--- src/vzz_pkg.sv ---
// Shared types and constants for the varint / zigzag codec.
// No dependencies; the codec, front end, queue, back end and testbench import this package.
`timescale 1ns / 1ps

package vzz_pkg;

  // input mode codes
  localparam logic MODE_ENCODE = 1'b0;
  localparam logic MODE_DECODE = 1'b1;

  // byte counts that end a value, and the highest group index
  localparam logic [3:0] MAX_BYTES_W32 = 4'd5;
  localparam logic [3:0] MAX_BYTES_W64 = 4'd10;
  localparam logic [3:0] MAX_GROUP_IDX = 4'd9;

  localparam int GROUP_BITS = 7;

  // kind of work queued between front and back
  typedef enum logic {
    CMD_ENCODE = 1'b0,
    CMD_DECODE = 1'b1
  } vzz_cmd_e;

  // kind of result word
  typedef enum logic {
    KIND_BYTE  = 1'b0,
    KIND_VALUE = 1'b1
  } vzz_kind_e;

  // one queued command: mapped value to serialise, or finished decoded value
  typedef struct packed {
    vzz_cmd_e    kind;
    logic [63:0] data;
    logic        trunc;
  } vzz_cmd_t;

endpackage

--- src/vzz_if.sv ---
// Valid/ready channel interfaces for the codec's input and result words.
// No dependencies.
`timescale 1ns / 1ps

interface vzz_in_if;
  logic        valid;
  logic        ready;
  logic        mode;
  logic [63:0] value;
  logic        is_signed;
  logic        wide;
  logic [7:0]  in_byte;

  modport source (output valid, mode, value, is_signed, wide, in_byte, input ready);
  modport sink   (input valid, mode, value, is_signed, wide, in_byte, output ready);
endinterface

interface vzz_out_if;
  logic        valid;
  logic        ready;
  logic        out_kind;
  logic [7:0]  out_byte;
  logic [63:0] out_value;
  logic        last;
  logic        truncated;

  modport source (output valid, out_kind, out_byte, out_value, last, truncated, input ready);
  modport sink   (input valid, out_kind, out_byte, out_value, last, truncated, output ready);
endinterface

--- src/varint_zigzag_codec.sv ---
// Varint (base-128) codec with optional zigzag mapping, 32- or 64-bit width.
// A decode word (one byte) is taken every cycle unless the queue is full; the
// value passes through the command queue and the output register. An encode
// word yields 1 to 5 (32-bit) or 1 to 10 (64-bit) byte words, one per cycle
// from the back-end serialiser while the output is ready, so encode throughput
// is then one output byte per cycle. A command queue of QUEUE_DEPTH entries
// sits between the front end and the serialiser; the input stalls only when
// that queue is full. Depends on vzz_pkg, vzz_if, vzz_front, vzz_fifo and vzz_back.
`timescale 1ns / 1ps

module varint_zigzag_codec import vzz_pkg::*; #(
  parameter int QUEUE_DEPTH = 2
) (
  input  logic      clk,
  input  logic      rst_n,
  vzz_in_if.sink    in_chan,
  vzz_out_if.source out_chan
);

  logic     push;
  vzz_cmd_t push_cmd;
  logic     full;
  logic     pop;
  vzz_cmd_t head;
  logic     head_valid;

  // accept and classify
  vzz_front u_front (
    .clk      (clk),
    .rst_n    (rst_n),
    .in_chan  (in_chan),
    .push     (push),
    .push_cmd (push_cmd),
    .full     (full)
  );

  // command queue
  vzz_fifo #(
    .DEPTH (QUEUE_DEPTH)
  ) u_fifo (
    .clk        (clk),
    .rst_n      (rst_n),
    .push       (push),
    .push_cmd   (push_cmd),
    .full       (full),
    .pop        (pop),
    .head       (head),
    .head_valid (head_valid)
  );

  // serialise and present results
  vzz_back u_back (
    .clk        (clk),
    .rst_n      (rst_n),
    .head       (head),
    .head_valid (head_valid),
    .pop        (pop),
    .out_chan   (out_chan)
  );

endmodule

--- src/vzz_front.sv ---
// Front end: accepts input words, zigzag-maps encode values and
// accumulates decode bytes, queueing one command per finished value. Uses vzz_pkg.
`timescale 1ns / 1ps

module vzz_front import vzz_pkg::*; (
  input  logic      clk,
  input  logic      rst_n,
  vzz_in_if.sink    in_chan,
  output logic      push,
  output vzz_cmd_t  push_cmd,
  input  logic      full
);

  logic [63:0] acc_r, acc_nxt;
  logic [3:0]  cnt_r, cnt_nxt;

  logic        accept;
  logic        is_dec;
  logic [3:0]  cnt_c;
  logic [3:0]  cnt_inc;
  logic [5:0]  shamt;
  logic [63:0] acc_c;
  logic [3:0]  max_bytes;
  logic        dec_done;
  logic        dec_trunc;
  logic [63:0] dec_val;
  logic [31:0] dec_lo;
  logic [31:0] dec_um32;
  logic [63:0] enc_val;

  assign in_chan.ready = !full;
  assign accept        = in_chan.valid && in_chan.ready;
  assign is_dec        = (in_chan.mode == MODE_DECODE);

  // place the incoming group at its position
  always_comb begin
    cnt_c     = (cnt_r > MAX_GROUP_IDX) ? MAX_GROUP_IDX : cnt_r;
    cnt_inc   = cnt_c + 4'd1;
    shamt     = {2'b00, cnt_c} * 6'(GROUP_BITS);
    acc_c     = acc_r | ({57'd0, in_chan.in_byte[6:0]} << shamt);
    max_bytes = in_chan.wide ? MAX_BYTES_W64 : MAX_BYTES_W32;
    dec_trunc = in_chan.in_byte[7] && (cnt_inc >= max_bytes);
    dec_done  = !in_chan.in_byte[7] || dec_trunc;
  end

  // cut to width and undo zigzag
  always_comb begin
    dec_lo   = acc_c[31:0];
    dec_um32 = {1'b0, dec_lo[31:1]} ^ {32{dec_lo[0]}};
    if (in_chan.wide) begin
      dec_val = in_chan.is_signed ? ({1'b0, acc_c[63:1]} ^ {64{acc_c[0]}}) : acc_c;
    end else begin
      dec_val = in_chan.is_signed ? {{32{dec_um32[31]}}, dec_um32} : {32'd0, dec_lo};
    end
  end

  // cut to width and apply zigzag
  always_comb begin
    if (in_chan.wide) begin
      enc_val = in_chan.is_signed
              ? ({in_chan.value[62:0], 1'b0} ^ {64{in_chan.value[63]}})
              : in_chan.value;
    end else begin
      enc_val = in_chan.is_signed
              ? {32'd0, {in_chan.value[30:0], 1'b0} ^ {32{in_chan.value[31]}}}
              : {32'd0, in_chan.value[31:0]};
    end
  end

  // queue write and decode state update
  always_comb begin
    push           = accept && (!is_dec || dec_done);
    push_cmd.kind  = is_dec ? CMD_DECODE : CMD_ENCODE;
    push_cmd.data  = is_dec ? dec_val : enc_val;
    push_cmd.trunc = is_dec && dec_trunc;
    acc_nxt        = acc_r;
    cnt_nxt        = cnt_r;
    if (accept && is_dec) begin
      if (dec_done) begin
        acc_nxt = 64'd0;
        cnt_nxt = 4'd0;
      end else begin
        acc_nxt = acc_c;
        cnt_nxt = cnt_inc;
      end
    end
  end

  always_ff @(posedge clk) begin
    if (!rst_n) begin
      acc_r <= 64'd0;
      cnt_r <= 4'd0;
    end else begin
      acc_r <= acc_nxt;
      cnt_r <= cnt_nxt;
    end
  end

  // a stored count always leaves room for one more group
  a_cnt_bound: assert property (@(posedge clk) disable iff (!rst_n)
    cnt_r <= MAX_GROUP_IDX)
    else $error("decode count beyond last group index");

endmodule

--- src/vzz_fifo.sv ---
// Short command queue between front and back, so each side stalls on its own.
// Uses vzz_pkg for the command type.
`timescale 1ns / 1ps

module vzz_fifo import vzz_pkg::*; #(
  parameter int DEPTH = 2
) (
  input  logic     clk,
  input  logic     rst_n,
  input  logic     push,
  input  vzz_cmd_t push_cmd,
  output logic     full,
  input  logic     pop,
  output vzz_cmd_t head,
  output logic     head_valid
);

  localparam int AW = (DEPTH > 1) ? $clog2(DEPTH) : 1;
  localparam int CW = $clog2(DEPTH + 1);

  vzz_cmd_t        mem_r [DEPTH];
  logic [AW-1:0]   wr_ptr_r, wr_ptr_nxt;
  logic [AW-1:0]   rd_ptr_r, rd_ptr_nxt;
  logic [CW-1:0]   count_r, count_nxt;
  logic            do_push, do_pop;

  assign full       = (count_r == CW'(DEPTH));
  assign head_valid = (count_r != '0);
  assign head       = mem_r[rd_ptr_r];
  assign do_push    = push && !full;
  assign do_pop     = pop && head_valid;

  // pointer and fill count update
  always_comb begin
    wr_ptr_nxt = wr_ptr_r;
    rd_ptr_nxt = rd_ptr_r;
    count_nxt  = count_r;
    if (do_push) begin
      wr_ptr_nxt = (wr_ptr_r == AW'(DEPTH - 1)) ? '0 : wr_ptr_r + 1'b1;
    end
    if (do_pop) begin
      rd_ptr_nxt = (rd_ptr_r == AW'(DEPTH - 1)) ? '0 : rd_ptr_r + 1'b1;
    end
    if (do_push && !do_pop) begin
      count_nxt = count_r + 1'b1;
    end else if (do_pop && !do_push) begin
      count_nxt = count_r - 1'b1;
    end
  end

  always_ff @(posedge clk) begin
    if (!rst_n) begin
      wr_ptr_r <= '0;
      rd_ptr_r <= '0;
      count_r  <= '0;
    end else begin
      wr_ptr_r <= wr_ptr_nxt;
      rd_ptr_r <= rd_ptr_nxt;
      count_r  <= count_nxt;
    end
  end

  // storage
  always_ff @(posedge clk) begin
    if (do_push) begin
      mem_r[wr_ptr_r] <= push_cmd;
    end
  end

  // the front never offers a command into a full queue
  a_no_overflow: assert property (@(posedge clk) disable iff (!rst_n)
    push |-> !full)
    else $error("push into full command queue");

endmodule

--- src/vzz_back.sv ---
// Back end: serialises queued encode values into 7-bit groups, one byte a cycle
// when not stalled, and forwards decoded values, through an output register. Uses vzz_pkg.
`timescale 1ns / 1ps

module vzz_back import vzz_pkg::*; (
  input  logic      clk,
  input  logic      rst_n,
  input  vzz_cmd_t  head,
  input  logic      head_valid,
  output logic      pop,
  vzz_out_if.source out_chan
);

  logic        active_r, active_nxt;
  logic [63:0] v_r, v_nxt;
  logic [3:0]  n_r, n_nxt;

  logic        out_valid_r, out_valid_nxt;
  vzz_kind_e   kind_r, kind_nxt;
  logic [7:0]  byte_r, byte_nxt;
  logic [63:0] value_r, value_nxt;
  logic        last_r, last_nxt;
  logic        trunc_r, trunc_nxt;

  logic        slot_free;
  logic        load_out;
  logic        is_enc;
  logic [63:0] src_v;
  logic [3:0]  src_n;
  logic        enc_last;
  logic [7:0]  enc_byte;

  assign slot_free = !out_valid_r || out_chan.ready;
  assign pop       = slot_free && !active_r && head_valid;
  assign load_out  = slot_free && (active_r || head_valid);
  assign is_enc    = active_r || (head.kind == CMD_ENCODE);

  // next group of the value being serialised
  always_comb begin
    src_v    = active_r ? v_r : head.data;
    src_n    = active_r ? n_r : 4'd0;
    enc_last = (src_v[63:7] == '0) || (src_n == MAX_GROUP_IDX);
    enc_byte = enc_last ? src_v[7:0] : {1'b1, src_v[6:0]};
  end

  // serialiser and output register
  always_comb begin
    active_nxt    = active_r;
    v_nxt         = v_r;
    n_nxt         = n_r;
    out_valid_nxt = out_valid_r;
    kind_nxt      = kind_r;
    byte_nxt      = byte_r;
    value_nxt     = value_r;
    last_nxt      = last_r;
    trunc_nxt     = trunc_r;
    if (load_out) begin
      out_valid_nxt = 1'b1;
      if (is_enc) begin
        active_nxt = !enc_last;
        v_nxt      = src_v >> GROUP_BITS;
        n_nxt      = src_n + 4'd1;
        kind_nxt   = KIND_BYTE;
        byte_nxt   = enc_byte;
        value_nxt  = 64'd0;
        last_nxt   = enc_last;
        trunc_nxt  = 1'b0;
      end else begin
        kind_nxt   = KIND_VALUE;
        byte_nxt   = 8'd0;
        value_nxt  = head.data;
        last_nxt   = 1'b0;
        trunc_nxt  = head.trunc;
      end
    end else if (out_chan.ready) begin
      out_valid_nxt = 1'b0;
    end
  end

  always_ff @(posedge clk) begin
    if (!rst_n) begin
      active_r    <= 1'b0;
      out_valid_r <= 1'b0;
    end else begin
      active_r    <= active_nxt;
      out_valid_r <= out_valid_nxt;
    end
  end

  always_ff @(posedge clk) begin
    v_r     <= v_nxt;
    n_r     <= n_nxt;
    kind_r  <= kind_nxt;
    byte_r  <= byte_nxt;
    value_r <= value_nxt;
    last_r  <= last_nxt;
    trunc_r <= trunc_nxt;
  end

  assign out_chan.valid     = out_valid_r;
  assign out_chan.out_kind  = kind_r;
  assign out_chan.out_byte  = byte_r;
  assign out_chan.out_value = value_r;
  assign out_chan.last      = last_r;
  assign out_chan.truncated = trunc_r;

  // a value in flight has between one and nine groups already sent
  a_group_range: assert property (@(posedge clk) disable iff (!rst_n)
    active_r |-> (n_r != 4'd0 && n_r <= MAX_GROUP_IDX))
    else $error("serialiser group index out of range");

  // a non-final encoded byte carries the continuation bit
  a_cont_bit: assert property (@(posedge clk) disable iff (!rst_n)
    (out_valid_r && kind_r == KIND_BYTE && !last_r) |-> byte_r[7])
    else $error("continuation bit missing on non-final byte");

  // while a value is still being serialised, the queue is not read
  a_no_pop_busy: assert property (@(posedge clk) disable iff (!rst_n)
    active_r |-> !pop)
    else $error("queue read while serialising");

endmodule

--- src/flat_wrapper.sv ---
// flat-port wrapper written by rule: the top's interface ports become plain ports
module varint_zigzag_codec_flat import vzz_pkg::*;
#(
  parameter int QUEUE_DEPTH = 2
)
  (clk, rst_n, in_chan_valid, in_chan_mode, in_chan_value, in_chan_is_signed, in_chan_wide, in_chan_in_byte, in_chan_ready, out_chan_valid, out_chan_out_kind, out_chan_out_byte, out_chan_out_value, out_chan_last, out_chan_truncated, out_chan_ready);
  vzz_in_if in_chan_i ();
  vzz_out_if out_chan_i ();
  input  logic clk;
  input  logic rst_n;
  input wire logic [$bits(in_chan_i.valid)-1:0] in_chan_valid;
  input wire logic [$bits(in_chan_i.mode)-1:0] in_chan_mode;
  input wire logic [$bits(in_chan_i.value)-1:0] in_chan_value;
  input wire logic [$bits(in_chan_i.is_signed)-1:0] in_chan_is_signed;
  input wire logic [$bits(in_chan_i.wide)-1:0] in_chan_wide;
  input wire logic [$bits(in_chan_i.in_byte)-1:0] in_chan_in_byte;
  output wire logic [$bits(in_chan_i.ready)-1:0] in_chan_ready;
  output wire logic [$bits(out_chan_i.valid)-1:0] out_chan_valid;
  output wire logic [$bits(out_chan_i.out_kind)-1:0] out_chan_out_kind;
  output wire logic [$bits(out_chan_i.out_byte)-1:0] out_chan_out_byte;
  output wire logic [$bits(out_chan_i.out_value)-1:0] out_chan_out_value;
  output wire logic [$bits(out_chan_i.last)-1:0] out_chan_last;
  output wire logic [$bits(out_chan_i.truncated)-1:0] out_chan_truncated;
  input wire logic [$bits(out_chan_i.ready)-1:0] out_chan_ready;
  assign in_chan_i.valid = in_chan_valid;
  assign in_chan_i.mode = in_chan_mode;
  assign in_chan_i.value = in_chan_value;
  assign in_chan_i.is_signed = in_chan_is_signed;
  assign in_chan_i.wide = in_chan_wide;
  assign in_chan_i.in_byte = in_chan_in_byte;
  assign in_chan_ready = in_chan_i.ready;
  assign out_chan_valid = out_chan_i.valid;
  assign out_chan_out_kind = out_chan_i.out_kind;
  assign out_chan_out_byte = out_chan_i.out_byte;
  assign out_chan_out_value = out_chan_i.out_value;
  assign out_chan_last = out_chan_i.last;
  assign out_chan_truncated = out_chan_i.truncated;
  assign out_chan_i.ready = out_chan_ready;
  varint_zigzag_codec #(.QUEUE_DEPTH(QUEUE_DEPTH)) u_core (.clk(clk), .rst_n(rst_n), .in_chan(in_chan_i), .out_chan(out_chan_i));
endmodule
--- config.mk ---
export PLATFORM = sky130hd
export DESIGN_NAME = varint_zigzag_codec_flat
export DESIGN_NICKNAME = d
export VERILOG_FILES = /design/src/vzz_pkg.sv /design/src/vzz_if.sv /design/src/varint_zigzag_codec.sv /design/src/vzz_front.sv /design/src/vzz_fifo.sv /design/src/vzz_back.sv /design/src/flat_wrapper.sv
export SDC_FILE = /design/constraint.sdc
export NUM_CORES = 1
export LEC_CHECK = 0
export BUFFER_PORTS_ARGS = -buffer_cell sky130_fd_sc_hd__buf_2
export CORE_UTILIZATION = 65
export DETAILED_ROUTE_END_ITERATION = 10
export PLACE_DENSITY = 0.88
export SLEW_MARGIN = 20
export SYNTH_ARGS = -nofsm -noshare
export SYNTH_HDL_FRONTEND = slang
export SYNTH_SLANG_ARGS = --single-unit
--- constraint.sdc ---
create_clock -name clk -period 17.85 [get_ports clk]
set_clock_uncertainty 0.15 [all_clocks]
set_input_delay 3.57 -clock clk [delete_from_list [all_inputs] [get_ports clk]]
set_output_delay 3.57 -clock clk [all_outputs]
set_load 0.03 [all_outputs]
==> results.rst <==
.. list-table::
   :header-rows: 1

   * - Metric
     - Value
   * - Max Cap Viol
     - 0
   * - Type of element capturing the critical path
     - flip-flop
   * - Instance count along the most critical hold path
     - 2
   * - Number of buffers created by CTS
     - 35
   * - Logic depth of the worst register-to-register path
     - 13
   * - Final Max Slew Viols
     - 0
   * - Critical path launch point type
     - primary input
   * - Number of nets in the final layout
     - ~1,700
   * - Number of top-level pins
     - ~160
   * - Post-CTS setup buffer count
     - 0
   * - Aggregate routed wire length
     - around 51,000 um
   * - Number of antenna violations at the first check in global routing
     - 0
   * - Internal power
     - roughly 1.9 mW
   * - Remaining number of nets flagged by the antenna check after routing
     - 0
   * - GPL Wtd Cong
     - around 1.0
   * - Warnings from Yosys
     - 0
   * - Clock tree from TritonCTS
     - yes
   * - Count of vias placed by the detailed router
     - 13,900
   * - HPWL after detailed placement
     - about 34,000 um
   * - Cell types with the highest counts after synthesis
     - 268 x sky130_fd_sc_hd__edfxtp_1, 108 x sky130_fd_sc_hd__nor2_1, 103 x sky130_fd_sc_hd__mux2_2
   * - Buffer type at the clock tree root
     - sky130_fd_sc_hd__clkbuf_16
   * - Final routed wire length divided by cell count
     - around 25 um
   * - Mean Syn Cell Area
     - about 11 um2
   * - Unique cell type count in the Yosys netlist
     - 88
   * - Vias per cell
     - roughly 7
   * - Hold Vio Cnt, Final
     - 0
   * - PD cells
     - between 100 and 150 mW/mm2
   * - Cell type with the largest total area after synthesis
     - sky130_fd_sc_hd__edfxtp_1
   * - Unrepaired setup endpoints after global routing
     - no
   * - First-pass DRT Iterations
     - 6
   * - Clk pwr share
     - roughly a quarter
   * - Number of global-route vias before repair
     - approximately 13,000
   * - First DRT Iteration DRCs
     - about 2,000
   * - EDFF count, synth
     - 268
   * - Fin Setup TNS
     - 0 ns
   * - Overall track demand over capacity in global routing
     - 36.0%
   * - Max-Slew Margin vs Limit
     - about 22%
   * - Die area
     - approximately 0.028 mm2
   * - Initial Utilization
     - between 60% and 70%
   * - Chip Width
     - between 150 and 200 um
   * - Total of cells resized after clock tree synthesis
     - 0
   * - Aggregate global routing overflow
     - 0
   * - Predominant post-synthesis flop cell
     - sky130_fd_sc_hd__edfxtp_1
   * - Seq cells post-synth
     - approximately 340
   * - Leak pwr
     - 7.06 nW
   * - Inserted Diodes
     - 0
   * - Fraction of final layout cells sized beyond drive strength 1
     - a little over a fifth
   * - Synth top area cells
     - sky130_fd_sc_hd__edfxtp_1 46%, sky130_fd_sc_hd__dfxtp_1 8.5%, sky130_fd_sc_hd__mux2_2 6.6%, sky130_fd_sc_hd__xnor2_1 3.7%, sky130_fd_sc_hd__a21oi_1 2.8%
   * - Biggest fanout along the worst timing path
     - 67
   * - Final min period
     - 6.90 ns
   * - Maximum vdd drop
     - ~0.00015 V
   * - Fraction of the yosys area taken by sequential cells
     - a little over half
   * - Insertion delay to the later sink of the worst-skew pair
     - 0.52 ns
   * - Period Utilization, post-route
     - around two fifths
   * - Sequential Power Share
     - ~42%
   * - Share of the synthesized area in the top cell type
     - 45.5%
   * - Clock transition at path regs
     - about 0.070 ns
   * - Largest net degree at the start of global routing
     - 89
   * - DIE HEIGHT
     - between 150 and 200 um
   * - Largest buffer count on any clock path
     - 3
   * - Switching power summed over all nets
     - approximately 1000 uW
   * - Asr flop ratio synth
     - 0%
   * - Comb pwr share
     - 31.7%
   * - Required time of the worst setup path
     - around 18 ns
   * - Slew at the pin closest to its max-slew limit
     - 1.16 ns
   * - Switching fraction of total power
     - between 30% and 40%
   * - Number of clock sinks
     - 343
   * - DRC violation count after routing
     - 0
   * - Worst setup path category
     - in2reg
   * - Hold buffer count at cts
     - 0
   * - Mapped cell area
     - roughly 0.018 mm2
   * - Syn_nets
     - 1,639
   * - Crit path setup slack, layout
     - approximately 11 ns
   * - Critical path arrival
     - approximately 7 ns
   * - Gate count after technology mapping
     - 1,547
   * - Top-count cell post-synth
     - sky130_fd_sc_hd__edfxtp_1
   * - Final count of negative-setup-slack endpoints
     - 0
   * - Maximum clock frequency
     - roughly 140 MHz
   * - Core box area
     - around 0.026 mm2
   * - Post-placement setup slack
     - 10.56 ns
   * - First-pass GRT wire length
     - approximately 76,000 um
   * - Site Rows
     - between 50 and 60
   * - Synthesis-to-layout area growth
     - 11.9%
   * - # H-tree levels
     - 2
   * - Worst hold path type
     - reg2reg
   * - Filler Cell Count
     - 1,641
   * - Number of port buffers
     - ~160
   * - Run status
     - complete, no violations
-- sequential cells by signal, summed over array words and instances (netlist names), 2 cells and up, named ones only --
register / flops
u_core.u_back.v_r: 57
u_core.u_fifo.mem_r: 132
u_core.u_back.out_chan.out_byte: 8
u_core.u_front.acc_r: 64
u_core.u_back.n_r: 4
u_core.u_fifo.count_r: 2
u_core.u_front.cnt_r: 4
u_core.u_back.out_chan.out_value: 64
-- final timing paths --
kind / startpoint / end / slack [ns]
setup reg to reg: u_core.u_front.cnt_r[0] / u_core.u_fifo.mem_r[0][32] / 11.60
setup / recovery: in_chan_wide / u_core.u_fifo.mem_r[0][42] / 10.95
hold reg to reg: u_core.u_front.acc_r[55] / u_core.u_front.acc_r[55] / 0.33
hold / removal: u_core.u_front.acc_r[55] / u_core.u_front.acc_r[55] / 0.33
-- layer usage --
| layer | up-vias | share of wire [%] | GRT usage, % |
|---|---|---|---|
| met3 | 196 | 11 | 6.70 |
| met1 | 6598 | 38 | 48.6 |
| met5 | - | 0 | 0 |
| met4 | 0 | 5.2 | 16.5 |
| li1 | 6048 | - | - |
| met2 | 1024 | 46 | 56.9 |
-- power groups by stage --
| stage | logic (mW) | clock network [mW] | registers, mW |
|---|---|---|---|
| final | 0.910 | 0.749 | 1.21 |
| after floorplan | 0.440 | 0 | 1.41 |
| after CTS | 0.898 | 0.750 | 1.21 |
| after global routing | 0.945 | 0.785 | 1.23 |
| after detailed placement | 0.883 | 0 | 1.22 |
| after global placement | 0.855 | 0 | 1.21 |
-- placed cells by master (no fill, tap or decap), types with 6 or more instances in the layout --
master and instances:
sky130_fd_sc_hd__edfxtp_1 268, sky130_fd_sc_hd__buf_2 155, sky130_fd_sc_hd__nor2_1 106, sky130_fd_sc_hd__mux2_2 103, sky130_fd_sc_hd__a21oi_1 99, sky130_fd_sc_hd__nand2_1 87
sky130_fd_sc_hd__xnor2_1 74, sky130_fd_sc_hd__dfxtp_1 73, sky130_fd_sc_hd__and2_1 60, sky130_fd_sc_hd__o21ai_0 59, sky130_fd_sc_hd__nor2b_1 42, sky130_fd_sc_hd__mux2i_1 42
sky130_fd_sc_hd__o211ai_1 39, sky130_fd_sc_hd__clkbuf_16 36, sky130_fd_sc_hd__a22oi_1 29, sky130_fd_sc_hd__nor3b_1 23, sky130_fd_sc_hd__buf_4 21, sky130_fd_sc_hd__nor3_1 19
sky130_fd_sc_hd__o22ai_1 18, sky130_fd_sc_hd__nor4_1 18, sky130_fd_sc_hd__nand3_1 16, sky130_fd_sc_hd__a21o_1 15, sky130_fd_sc_hd__nand2b_1 14, sky130_fd_sc_hd__inv_1 14
sky130_fd_sc_hd__xor2_1 14, sky130_fd_sc_hd__a211o_1 13, sky130_fd_sc_hd__a211oi_1 12, sky130_fd_sc_hd__o221ai_1 12, sky130_fd_sc_hd__ha_1 12, sky130_fd_sc_hd__a31oi_1 11
sky130_fd_sc_hd__clkbuf_1 11, sky130_fd_sc_hd__a221oi_1 10, sky130_fd_sc_hd__o31ai_1 10, sky130_fd_sc_hd__clkinv_1 8, sky130_fd_sc_hd__a32oi_1 8, sky130_fd_sc_hd__and3b_1 6
-- cell type report --
type	instances	area, um2	share of cell area [%]
clock buffers	47	942	4.76
clock inverters	15	209	1.06
inverters	17	63.8	0.323
multi-input cells	1078	7660	38.7
flip-flops and latches	343	9550	48.3
well taps	335	419	2.12
repair buffers	176	933	4.72
-- cell families (layout without fill, tap and decap cells) --
logic type	Yosys count	in the layout	share of synthesized area [%]
simple gates	430	430	12.8
compound gates	395	395	15.3
flops	343	343	54.0
mux	151	151	9.49
buf+inv	126	255	2.94
xor+xnor	89	89	4.45
fa+ha+maj	13	13	0.963
-- worst max-delay path, stage by stage --
cell and delay (ns):
sky130_fd_sc_hd__buf_2 0.45, sky130_fd_sc_hd__inv_1 0.47, sky130_fd_sc_hd__ha_1 0.42, sky130_fd_sc_hd__nand2b_1 0.10
sky130_fd_sc_hd__a21o_1 0.11, sky130_fd_sc_hd__a21o_1 0.19, sky130_fd_sc_hd__a21oi_1 0.15, sky130_fd_sc_hd__a31oi_1 0.42
sky130_fd_sc_hd__nor2b_4 0.23, sky130_fd_sc_hd__buf_4 0.68
-- stage by stage --
stage	hold WS, ns	area (um2)	util (%)	instances	power, mW
after floorplan	0.291	17700	-	1547	1.85
after global placement	0.310	18600	70.7	1949	2.06
after detailed placement	0.314	18600	70.7	1949	2.11
after CTS	0.327	19800	75.0	2011	2.86
after global routing	0.352	19800	75.0	2011	2.96
final	0.330	19800	75.0	2011	2.87
(Power assumes the default switching activity.)
